<file path="src/rtl/cppr_pkg.sv">
// Shared types for the closest prime pair block.
// Holds the controller-to-datapath command and status structs and the field width.
// No dependencies.
package cppr_pkg;

    localparam int FieldW = 16;

    typedef struct packed {
        logic load;        // capture the query bounds
        logic fill;        // write one sieve entry, set as candidate prime from 2 up
        logic rd_i;        // read the sieve entry of the current base
        logic adv_i;       // step the base and its square
        logic mark_start;  // begin crossing out at the square of the base
        logic mark;        // cross out one multiple
        logic scan_init;   // prepare the range scan
        logic scan;        // run the range scan
        logic out_load;    // move the result into the output register
    } cmd_t;

    typedef struct packed {
        logic fill_last;   // last entry of the fill
        logic sieve_end;   // square of the base past the upper bound
        logic is_prime;    // read data of the base entry
        logic mark_last;   // next multiple lies past the upper bound
        logic scan_done;   // range scan finished or stopped early
        logic out_free;    // output register can take a result
    } sts_t;

endpackage

</file>
<file path="src/rtl/cppr_ctrl.sv">
// Sequencing state machine for the closest prime pair block.
// Depends on cppr_pkg for the command and status structs.
module cppr_ctrl import cppr_pkg::*; (
    input  logic aclk,
    input  logic aresetn,
    input  logic s_valid,
    output logic s_ready,
    input  sts_t sts,
    output cmd_t cmd
);

    typedef enum logic [6:0] {
        ST_IDLE   = 7'b0000001,
        ST_FILL   = 7'b0000010,
        ST_CHK_RD = 7'b0000100,
        ST_CHK_EV = 7'b0001000,
        ST_MARK   = 7'b0010000,
        ST_SCAN   = 7'b0100000,
        ST_DONE   = 7'b1000000
    } state_t;

    state_t state_reg, state_next;

    always_ff @(posedge aclk) begin
        if (!aresetn) begin
            state_reg <= ST_IDLE;
        end else begin
            state_reg <= state_next;
        end
    end

    always_comb begin
        state_next = state_reg;
        cmd        = '0;
        unique case (state_reg)
            ST_IDLE: begin
                if (s_valid) begin
                    cmd.load   = 1'b1;
                    state_next = ST_FILL;
                end
            end
            ST_FILL: begin
                cmd.fill = 1'b1;
                if (sts.fill_last) begin
                    state_next = ST_CHK_RD;
                end
            end
            ST_CHK_RD: begin
                if (sts.sieve_end) begin
                    cmd.scan_init = 1'b1;
                    state_next    = ST_SCAN;
                end else begin
                    cmd.rd_i   = 1'b1;
                    state_next = ST_CHK_EV;
                end
            end
            ST_CHK_EV: begin
                if (sts.is_prime) begin
                    cmd.mark_start = 1'b1;
                    state_next     = ST_MARK;
                end else begin
                    cmd.adv_i  = 1'b1;
                    state_next = ST_CHK_RD;
                end
            end
            ST_MARK: begin
                cmd.mark = 1'b1;
                if (sts.mark_last) begin
                    cmd.adv_i  = 1'b1;
                    state_next = ST_CHK_RD;
                end
            end
            ST_SCAN: begin
                cmd.scan = 1'b1;
                if (sts.scan_done) begin
                    state_next = ST_DONE;
                end
            end
            ST_DONE: begin
                if (sts.out_free) begin
                    cmd.out_load = 1'b1;
                    state_next   = ST_IDLE;
                end
            end
            default: begin
                state_next = ST_IDLE;
            end
        endcase
    end

    assign s_ready = (state_reg == ST_IDLE);

endmodule

</file>
<file path="config.mk">
export PLATFORM = sky130hd
export DESIGN_NAME = cppr_ctrl
export DESIGN_NICKNAME = d
export VERILOG_FILES = /design/src/rtl/cppr_pkg.sv /design/src/rtl/cppr_ctrl.sv
export SDC_FILE = /design/constraint.sdc
export NUM_CORES = 1
export LEC_CHECK = 0
export ABC_AREA = 1
export BUFFER_PORTS_ARGS = -buffer_cell sky130_fd_sc_hd__buf_2
export CELL_PAD_IN_SITES_DETAIL_PLACEMENT = 2
export CELL_PAD_IN_SITES_GLOBAL_PLACEMENT = 2
export CORE_MARGIN = 10
export CORE_UTILIZATION = 26
export CTS_BUF_LIST = sky130_fd_sc_hd__clkbuf_4 sky130_fd_sc_hd__clkbuf_8
export DETAILED_ROUTE_END_ITERATION = 8
export PLACE_DENSITY_LB_ADDON = 0.08
export SYNTH_ARGS = -nofsm -noshare
export SYNTH_HDL_FRONTEND = slang
export SYNTH_SLANG_ARGS = --single-unit
</file>
<file path="constraint.sdc">
create_clock -name aclk -period 3.9 [get_ports aclk]
set_clock_uncertainty 0.2 [all_clocks]
set_input_delay 0.195 -clock aclk [delete_from_list [all_inputs] [get_ports aclk]]
set_output_delay 0.195 -clock aclk [all_outputs]
set_load 0.1 [all_outputs]
</file>
* Word-level counts from Yosys, hierarchy flattened
Cells that the tools add are included.
** Word-level totals
- Flip-flop bits (word level) :: 7
- Output and inout bits :: 10
- Logic and storage cells :: 38
** Operators by class
- Equality and inequality tests :: 12
- Multiplexer cells :: 24
- Reductions and logical operators :: 1
** Operators by type and width (count)
- $pmux 7 s7 :: 1
- $mux 7 :: 5
- $mux 1 :: 15
- $ne 2x2->1 const B :: 5
- $eq 7x1->1 const B :: 1
- $eq 7x2->1 const B :: 1
- $eq 7x3->1 const B :: 1
- $eq 7x4->1 const B :: 1
- $eq 7x5->1 const B :: 1
- $eq 7x6->1 const B :: 1
- $eq 7x7->1 const B :: 1
- $mux 6 :: 1
- $mux 5 :: 1
- $reduce_and 5->1 :: 1
- $pmux 1 s2 :: 1

* Depth between registers and ports, before layout
Gate-level depths: netlist of run 1.
- Depth in word-level cells :: 3
- Depth in mapped cells :: 9

* Worst setup path after synthesis of run 1
OpenSTA, ideal clock, no wires.
- Path type :: register to register
- From :: reg state_reg[6]
- To :: reg state_reg[3]
- Setup time :: 0.067 ns
- Arrival time :: 2.966 ns
- Data required time :: 3.633 ns
- Path slack :: 0.667 ns
- Stages on the path, launching flop included :: 6
- Path through :: dfxtp_1 -> nor2_4 -> nand2_1 -> nor3_1 -> nand3_1 -> inv_1
** On the way
- Longest elaborated chain between the ends :: 3
- Elaborated cells on any way between the ends :: 14
- Those cells by class :: eq/ne (12); mux (1); reduce/logical (1)
** RTL lines
- start: declaration :: line cppr_ctrl.sv:22 : state_t state_reg, state_next;
- start signal: assignment :: line cppr_ctrl.sv:28 : state_reg <= state_next;
- $eq 7x2->1, or another cell as far along :: line cppr_ctrl.sv:35 : unique case (state_reg)
- $ne 2x2->1 (no source line)
- $reduce_and 5->1 (no source line)
Several ways; a longest one is shown, not always the timed one.
A chain may end at the register's enable or synchronous reset.

==> results of run 1 <==
==> cell families (layout without fill, tap and decap cells) <==
family / after synthesis / in the layout / synth area share (%)
buf+inv: 20 / 43 / 13.7
flops: 7 / 7 / 25.6
compound gates: 3 / 3 / 2.74
simple gates: 64 / 64 / 58.0
==> power by group through the flow <==
| stage | registers (mW) | clock network, mW | logic [mW] |
|---|---|---|---|
| floorplan | 0.0841 | 0 | 0.119 |
| global placement | 0.0850 | 0 | 0.148 |
| detailed placement | 0.0854 | 0 | 0.150 |
| CTS | 0.0839 | 0.0818 | 0.152 |
| global route | 0.0849 | 0.0842 | 0.163 |
| finish | 0.0839 | 0.0789 | 0.149 |
==> worst max-delay path, delay by kind of cell, from the launching register on <==
kind	cells	cell delay, ns
buffers and inverters	1	0.42
AND/OR/NAND/NOR	5	0.72
flip-flops	1	0.33
==> Yosys cell counts <==
library cell,instances,area [µm²]
a21oi_1,3,15.0
nand3_2,4,40.0
nor2_4,3,33.8
nand2_2,2,12.5
inv_2,2,7.51
dfxtp_1,7,140
nor2_2,1,6.26
nor2_1,18,67.6
nor3_2,1,10.0
nand3_1,9,45.0
inv_1,18,67.6
nand4_1,1,6.26
nand2_1,23,86.3
nor3_1,2,10.0
==> metal layers <==
layer  share of wire [%]  track usage [%]  up-vias  wire, µm
li1                    -                -      329         -
met1                  43             10.1      303       861
met2                  46             16.4       18       925
met3                 8.3             4.07        5       166
met4                 2.7             6.42        0        55
met5                   0                0        -         0
==> cell usage in the layout, fill, tap and decap left out <==
master / synthesis / routed
a21oi_1: 3 / 3
buf_2: 0 / 18
clkbuf_4: 0 / 4
dfxtp_1: 7 / 7
dlygate4sd3_1: 0 / 1
inv_1: 18 / 18
inv_2: 2 / 2
nand2_1: 23 / 23
nand2_2: 2 / 2
nand3_1: 9 / 9
nand3_2: 4 / 4
nand4_1: 1 / 1
nor2_1: 18 / 18
nor2_2: 1 / 1
nor2_4: 3 / 3
nor3_1: 2 / 2
nor3_2: 1 / 1
==> metrics by stage <==
| step | instances | worst slack [ns] | hold WS (ns) | power [mW] |
|---|---|---|---|---|
| 6_report | 144 | 1.76 | 0.0305 | 0.312 |
| 5_1_grt | 144 | 1.58 | 0.0564 | 0.332 |
| 4_1_cts | 144 | 1.71 | 0.0173 | 0.318 |
| 3_5_place_dp | 139 | 2.03 | 0.244 | 0.236 |
| 3_3_place_gp | 139 | 2.08 | 0.249 | 0.233 |
| 2_1_floorplan | 94 | 0.667 | 0.0791 | 0.203 |
==> worst paths after layout <==
| kind | startpoint | to | slack (ns) | cells past startpoint |
|---|---|---|---|---|
| worst min register to register | state_reg[6]$_SDFFE_PN0P_ | state_reg[6]$_SDFFE_PN0P_ | 0.38 | 2 |
| worst min-delay path | sts[3] | state_reg[4]$_SDFFE_PN0P_ | 0.03 | 3 |
| worst max register to register | state_reg[1]$_SDFFE_PN0P_ | state_reg[0]$_SDFFE_PN1P_ | 2.35 | 8 |
| worst max-delay path | state_reg[1]$_SDFFE_PN0P_ | cmd[5] | 1.76 | 6 |
==> cell type report <==
cell class              count  share of cell area (%)
inverters                  20                    10.5
multi-input cells          67                    46.7
well taps                  27                    4.75
flip-flops and latches      7                    19.7
clock buffers               4                    4.22
repair buffers             19                    14.1
==> run summary, run 1 <==
Setup TNS = 0 ns
GRT overflow = 0
Max cap viols = 0
Mapped cell area = 548 µm²
Wire per inst = 14.0 µm
RSZ-0062 raised after global routing = no
Clk sinks = 7
Die Y = 65.9 µm
Hold Crit Class = input pin to flip-flop
Pwr/cell area = 438 nW/µm²
Synth unique cells = 14
DR iter-0 viols = 9
Port bufs = 18
Final instance area = 712 µm²
Final Cycle Share = 54.8%
Leak pwr = 0.444 nW
Ports = 19
CP max FO = 4
Critical path launch point type = flip-flop
Area delta synth->final = 29.9%
Area of the multi-input gates = 333 µm²
HPWL Detailed = 1730 µm
Reg power frac = 26.9%
Hold Fails Final Rpt = 0
Vias in the first global route = 743
Starting density of the core = 27.7%
Number of antenna violations at the first check in global routing = 0
Syn_area_per_cell = 5.83 µm²
Syn Nets = 103
Critical Path RT = 3.50 ns
Fmax = 0.468 GHz
Bufs on Longest Clock Path = 2
CTS clk-pin slew, worst paths = 0.06 ns
Placer Congestion = 0.775
Global-route wire length before repair = 3290 µm
Util after Layout = 35.9%
Post CTS Setup Buffer Count = 0
Die area = 4340 µm²
# rows = 16
Slew margin rel. = 67.1%
Logic gate share of total power = 47.8%
Most used cell, CP = nand2_1
Register area = 140 µm²
Detailed Route WL = 2010 µm
Vias per inst = 4.55
Final min period = 2.14 ns
Antenna cells = 0
Sw Ratio = 49.2%
Placed Area = 672 µm²
# fillers = 269
P_sw = 0.153 mW
Crit path DAT = 1.74 ns
Layout cells sized above 1 = 29.9%
Drt drc = 0
Crit-path cells = nor2_1 > nand2_1 > nor2_1 > nand2_1 > nand2_1 > buf_2
Worst Max-Slew Pin Slew = 0.497 ns
Die width = 65.9 µm
Clock Power Share = 25.3%
Outcome = completed
Largest register FFs = 7
Number of synthesized register bits = 7
Total CTS buffers = 3
Slowest-stage cell, CP = buf_2
CTS tree = built
Register area share after synthesis = 25.6%
Max incr delay on CP = 0.42 ns
Finish-stage setup viols = 0
Worst-Skew Late Latency = 0.27 ns
Largest net degree at the start of global routing = 6
Syn Inst Count = 94
Slew Viols, Final = 0
Number of synthesis warnings = 0
Global-route usage over all layers = 9.91%
Resized Gates After CTS = 0
H-tree Lvls = 1
P_int = 0.158 mW
VDD IR-drop max = 180 µV
Antenna-violating nets left = 0
TritonRoute pass-1 iters = 4
Critical path class = flip-flop to output port
Core footprint = 1980 µm²
Worst setup EP type = output port
Via count = 655
Final net count = 127
Root Buffer = clkbuf_4
Cts-stage hold buffer count = 1
Note: power is estimated with default switching activity, not from simulation.
==> inputs of run 2 (changes only) <==
CORE_UTILIZATION = 22   (was 26)
clock period = 1.9 ns   (was 3.9 ns; I/O delays follow)
==> run 2 against run 1 <==
The run now ends with negative hold slack left. Die area rose by 13%. Non-clock buffer count is 3 higher. Via count is 3.4% higher. Final area is 28% higher. Register-to-register slack got worse by 1.9 ns. First-iteration DRC count grew 89%. Sequential share of layout area shrank 4.3 points. Sequential cell count unchanged. Worst hold slack lost 0.032 ns. Routed wire length is 1.2% higher. Total power grew 130%. Core utilization grew 1.6 points.
==> run summary, run 2 (synthesis results as in run 1) <==
Final net count = 130 (+2.4%)
Total power = 0.710 mW (+130%)
P_sw = 0.331 mW (+120%)
Worst setup EP type = output port
Vias per inst = 4.51 (-0.78%)
Non-filler cells, final = 150 (+4.2%)
Commonest non-fill, non-tap cell in the layout = nand2_1
Slew margin rel. = 67.6% (+0.53 points)
Most frequent cells in the layout = nand2_1 (21), inv_1 (18), nor2_1 (11)
Hold Slack = -0.00109 ns (-0.0316 ns)
Antenna-violating nets left = 0 (unchanged)
Hold Fails Final Rpt = 1 (+1)
Area delta synth->final = 66.7%
Pwr/cell area = 777 nW/µm² (+77%)
Layout cells sized above 1 = 37.5% (+7.6 points)
Logic gate share of total power = 53.8% (+6.0 points)
Largest net degree at the start of global routing = 6 (unchanged)
Worst Max-Slew Pin Slew = 0.489 ns (-0.00808 ns)
Global-route wire length before repair = 3560 µm (+8.2%)
Area of the multi-input gates = 387 µm² (+16%)
Hold path startpoint = sts[2]
Ports = 19 (unchanged)
Port bufs = 18 (unchanged)
R2R Path Start = state_reg[0]$_SDFFE_PN1P_
Root Buffer = clkbuf_4
# fillers = 301 (+12%)
Number of antenna violations at the first check in global routing = 0 (unchanged)
TritonRoute pass-1 iters = 4 (unchanged)
CTS clk-pin slew, worst paths = 0.05 ns (about the same)
Placed Cells = 142 (+2.2%)
Leak pwr = 0.480 nW (+8.0%)
Placed Area = 825 µm² (+23%)
Global-route usage over all layers = 8.76% (-1.1 points)
Setup TNS = 0 ns (unchanged)
Die width = 69.9 µm (+6.1%)
Max cap viols = 0 (unchanged)
Starting density of the core = 22.5% (-5.1 points)
# rows = 18 (+2)
HPWL Detailed = 1790 µm (+3.8%)
Critical Path RT = 1.60 ns (-1.90 ns)
Wire per inst = 13.6 µm (-2.8%)
GRT overflow = 0 (unchanged)
P_int = 0.379 mW (+140%)
RSZ-0062 raised after global routing = no
Bufs on Longest Clock Path = 2 (unchanged)
Util after Layout = 37.6% (+1.6 points)
Clk sinks = 7 (unchanged)
Detailed Route WL = 2030 µm (+1.2%)
Outcome = complete, but fails checks
Hold Crit Class = input pin to flip-flop
Final instance area = 913 µm² (+28%)
Largest register FFs = 7 (unchanged)
Failing checks = negative hold slack
Crit path from = state_reg[6]$_SDFFE_PN0P_
Fmax = 0.558 GHz
Sw Ratio = 46.6% (-2.6 points)
Clock Power Share = 21.8% (-3.5 points)
DR iter-0 viols = 17 (+8)
VDD IR-drop max = 442 µV (+150%)
Finish-stage setup viols = 0 (unchanged)
Slew Viols, Final = 0 (unchanged)
Reg power frac = 24.4% (-2.5 points)
Core footprint = 2430 µm² (+23%)
H-tree Lvls = 1 (unchanged)
CP max FO = 4 (unchanged)
Critical path class = flip-flop to output port
Fin worst setup slack = 0.109 ns (-1.66 ns)
CTS tree = built
Final min period = 1.79 ns
Drt drc = 0 (unchanged)
Worst-Skew Late Latency = 0.26 ns (about the same)
Via count = 677 (+3.4%)
Worst Setup Slack post-DPL = 0.245 ns (-1.79 ns)
Crit path DAT = 1.50 ns (-0.24 ns)
Vias in the first global route = 728 (-2.0%)
Final Cycle Share = 94.3%
Antenna cells = 0 (unchanged)
Placer Congestion = 0.796 (+2.6%)
Total CTS buffers = 3 (unchanged)
Critical path launch point type = flip-flop
Die Y = 69.9 µm (+6.1%)
Die area = 4890 µm² (+13%)
Register area = 140 µm² (unchanged)
[run 2: cell count changes in the layout (fill, tap and decap cells not counted), sizes merged]
| cell | delta |
|---|---|
| dlygate4sd3 | +3 |
| clkbuf | +1 |
| buf | -1 |
[run 2: cell type report]
cell class	instances	share of cell area (%)
Tap cell	30	4.11
Inverter	20	8.22
Clock buffer	4	3.29
Timing Repair Buffer	22	26.7
Sequential cell	7	15.3
Multi-Input combinational cell	67	42.3
[run 2: power groups by stage]
stage	Clock, mW	Combinational (mW)	Sequential [mW]
floorplan	0	0.260	0.173
global placement	0	0.374	0.175
detailed placement	0	0.379	0.175
CTS	0.159	0.386	0.172
global route	0.165	0.412	0.176
finish	0.155	0.382	0.173
[run 2: worst paths after layout]
kind | end | slack, ns | cells after the start
setup reg to reg | state_reg[0]$_SDFFE_PN1P_ | 0.42 | 8
hold / removal | state_reg[4]$_SDFFE_PN0P_ | -0.001 | 4
hold reg to reg | state_reg[6]$_SDFFE_PN0P_ | 0.37 | 2
setup / recovery | cmd[4] | 0.11 | 6
[run 2: repair_timing]
item                                   4_1_cts  5_1_grt
endpoints found under the hold margin        6        0
setup endpoints to repair                    3        6
gates resized for setup                      2        5
hold buffers                                 4        0
buffers inserted                             0        0
[run 2: routing by layer]
metal | vias to the layer above | global-route usage, % | routed length [µm]
met5 | - | 0 | 0
li1 | 337 | - | -
met1 | 317 | 9.79 | 885
met3 | 5 | 2.68 | 121
met2 | 18 | 14.8 | 985
met4 | 0 | 3.95 | 41
[run 2: worst max-delay path, cell delays in order (launching register included)]
cell and delay [ns]:
dfxtp_1 0.36, nor2_4 0.16, nand2_2 0.14, nor2_2 0.19, nand2_1 0.10, inv_1 0.11, buf_12 0.18
==> inputs of run 3 (changes only) <==
ABC_AREA = default   (was 1)
CELL_PAD_IN_SITES_DETAIL_PLACEMENT = default   (was 2)
CELL_PAD_IN_SITES_GLOBAL_PLACEMENT = default   (was 2)
CORE_AREA = 10 10 47 49   (was default)
CORE_MARGIN = default   (was 10)
CORE_UTILIZATION = default   (was 22)
DIE_AREA = 0 0 57 59   (was default)
==> run 3 against run 2 <==
The run ends with negative setup slack left. Core utilization grew 41 points. Via count grew 1.9%. Sequential power shrank 3%. Largest power group unchanged.
==> run summary, run 3 <==
Outcome = complete, but fails checks
Failing checks = negative setup slack
Total CTS buffers = 3 (unchanged)
Clk sinks = 7 (unchanged)
Placer Congestion = 0.877 (+10%)
Fmax = 0.466 GHz (-17%)
VDD IR-drop max = 615 µV (+39%)
Final net count = 113 (-13%)
Adder-Cell Fraction of Synth Area = 0% (unchanged)
Number of synthesis warnings = 0 (unchanged)
Worst-Skew Late Latency = 0.26 ns (about the same)
Total power = 0.620 mW (-13%)
Crit-path cells = or4_4 > buf_12 > nor4_4 > buf_12
Core footprint = 1400 µm² (-42%)
RSZ-0062 raised after global routing = yes
Buf/Inv on CP = 2 (unchanged)
Most frequent cells in the layout = buf_4 (13), buf_12 (11), buf_2 (8)
Global-route wire length before repair = 3710 µm (+4.3%)
Die Y = 59 µm (-16%)
GRT overflow = 0 (unchanged)
DR iter-0 viols = 8 (-9)
Syn Nets = 78 (-24%)
Largest family of logic cells by synthesized area = simple AND/OR/NAND/NOR gates
Critical path class = flip-flop to output port
Vias in the first global route = 743 (+2.1%)
Hold Crit Class = input pin to flip-flop
Async set-reset flop share out of synthesis = 0% (unchanged)
Post-synthesis compound-gate area fraction = 23.4% (+21 points)
Bufs on Longest Clock Path = 2 (unchanged)
# rows = 14 (-4)
Antenna-violating nets left = 0 (unchanged)
Synth top area share = 25.2% (-0.40 points)
Starting density of the core = 39.7% (+17 points)
Slew margin rel. = 70.5% (+2.9 points)
CTS clk-pin slew, worst paths = 0.06 ns (about the same)
Post-synth EDFFs = 0 (unchanged)
Die width = 57 µm (-18%)
HPWL Detailed = 1550 µm (-14%)
H-tree Lvls = 1 (unchanged)
Worst Max-Slew Pin Slew = 0.436 ns (-0.0527 ns)
Layout cells sized above 1 = 57.3% (+20 points)
Wire per inst = 18.3 µm (+35%)
Largest register FFs = 7 (unchanged)
CTS tree = built
Placed Area = 980 µm² (+19%)
Number of synthesized register bits = 7 (unchanged)
Hold Fails Final Rpt = 0 (-1)
Most used cell, CP = buf_12
Synth unique cells = 29 (+15)
Post-Synth Simple-Gate Area = 40.9% (-17 points)
Largest net degree at the start of global routing = 12 (+6)
Drt drc = 0 (unchanged)
Reg2Reg Setup Slack = -0.20 ns (-0.62 ns)
Die area = 3360 µm² (-31%)
Vias per inst = 5.80 (+28%)
Post-synth top area cell = dfxtp_1
Post-synth top cells = dfxtp_1 (7), nand2_1 (7), inv_1 (6), nor4b_1 (5)
Slowest-stage cell, CP = or4_4
Final min period = 2.15 ns (+0.356 ns)
Ports = 19 (unchanged)
TritonRoute pass-1 iters = 4 (unchanged)
Crit path DAT = 1.85 ns (+0.35 ns)
Worst setup EP type = output port
Max incr delay on CP = 0.61 ns (+0.25 ns)
Max cap viols = 0 (unchanged)
Leak pwr = 0.419 nW (-13%)
Mapped cell area = 557 µm² (+1.6%)
Final instance area = 1110 µm² (+21%)
Top FF cell, synth = dfxtp_1
# fillers = 100 (-67%)
Port bufs = 18 (unchanged)
Syn_area_per_cell = 8.07 µm² (+38%)
Multiplexer share of the synthesized area = 0% (unchanged)
Register area share after synthesis = 25.2% (-0.40 points)
Final Cycle Share = 113% (+19 points)
Top delay family on crit path = simple AND/OR/NAND/NOR gates
Syn Inst Count = 69 (-27%)
Root Buffer = clkbuf_4
Antenna cells = 0 (unchanged)
Pwr/cell area = 560 nW/µm² (-28%)
Critical Path RT = 1.60 ns (about the same)
Detailed Route WL = 2180 µm (+7.2%)
Via count = 690 (+1.9%)
CP max FO = 4 (unchanged)
Slew Viols, Final = 0 (unchanged)
Fin worst setup slack = -0.248 ns (-0.356 ns)
Post-Synth XOR/XNOR Area = 1.57% (+1.6 points)
Area contributors post-synth = dfxtp_1 (25%), nor4b_1 (7.9%), nor4_2 (6.7%)
Critical path launch point type = flip-flop
Global-route usage over all layers = 13.7% (+4.9 points)
Finish-stage setup viols = 9 (+9)
Commonest non-fill, non-tap cell in the layout = buf_4
Area delta synth->final = 98.9%
Number of antenna violations at the first check in global routing = 0 (unchanged)
[run 3: area by class of cell]
type	count	area (µm²)	share of cell area [%]
Sequential cell	7	143	12.9
Multi-Input combinational cell	51	503	45.4
Timing Repair Buffer	35	389	35.1
Tap cell	16	20.0	1.81
Clock buffer	4	30.0	2.71
Inverter	6	22.5	2.03
[run 3: logic make-up (layout without fill, tap and decap cells)]
family / after synthesis / in the layout
simple gates: 33 / 33
flops: 7 / 7
xor+xnor: 1 / 1
compound gates: 17 / 17
buf+inv: 11 / 45
[run 3: path summary, 6_finish.rpt]
path,startpoint,end,cells after the start
worst min register to register,state_reg[4]$_SDFFE_PN0P_,state_reg[4]$_SDFFE_PN0P_,3
worst max-delay path,state_reg[6]$_SDFFE_PN0P_,cmd[6],4
worst max register to register,state_reg[6]$_SDFFE_PN0P_,state_reg[2]$_SDFFE_PN0P_,5
worst min-delay path,sts[3],state_reg[4]$_SDFFE_PN0P_,5
[run 3: metal layers]
metal / vias to the layer above / wire (µm) / share of wire, % / global-route usage, %
met5: - / 0 / 0 / 0
met4: 0 / 17 / 0.78 / 4.03
met3: 4 / 114 / 5.2 / 4.08
met2: 19 / 1210 / 55 / 24.8
met1: 335 / 840 / 39 / 15.0
li1: 332 / - / - / -
[run 3: per-stage QoR]
step                      hold WS, ns  setup TNS [ns]  utilization (%)  worst slack [ns]  cells
after floorplan               0.00362           -5.05                -            -0.679     69
after global placement          0.208               0             69.9            0.0563    108
after detailed placement        0.203               0             69.9            0.0184    108
after CTS                      0.0440          -0.970             75.8            -0.249    116
after global routing           0.0582           -1.99             79.0            -0.300    119
final                          0.0431           -1.46             79.0            -0.248    119
[run 3: what timing repair did]
action,in CTS,in global routing
setup endpoints to repair,6,12
pin swaps,2,8
resized for setup,4,6
buffers inserted,2,3
hold buffers,2,0
endpoints found under the hold margin,4,0
[run 3: where the power goes]
group	leakage [nW]	switching, mW	internal (mW)
sequential	0.0569	0.0124	0.155
combinational	0.344	0.174	0.115
clock	0.0184	0.0682	0.0953
total	0.419	0.254	0.365
[run 3: worst reg2reg max path: stages (launching register included)]
cell     delay, ns
dfxtp_1       0.31
or4_4         0.61
buf_4         0.17
buf_6         0.12
o31a_1        0.33
o221a_1       0.26
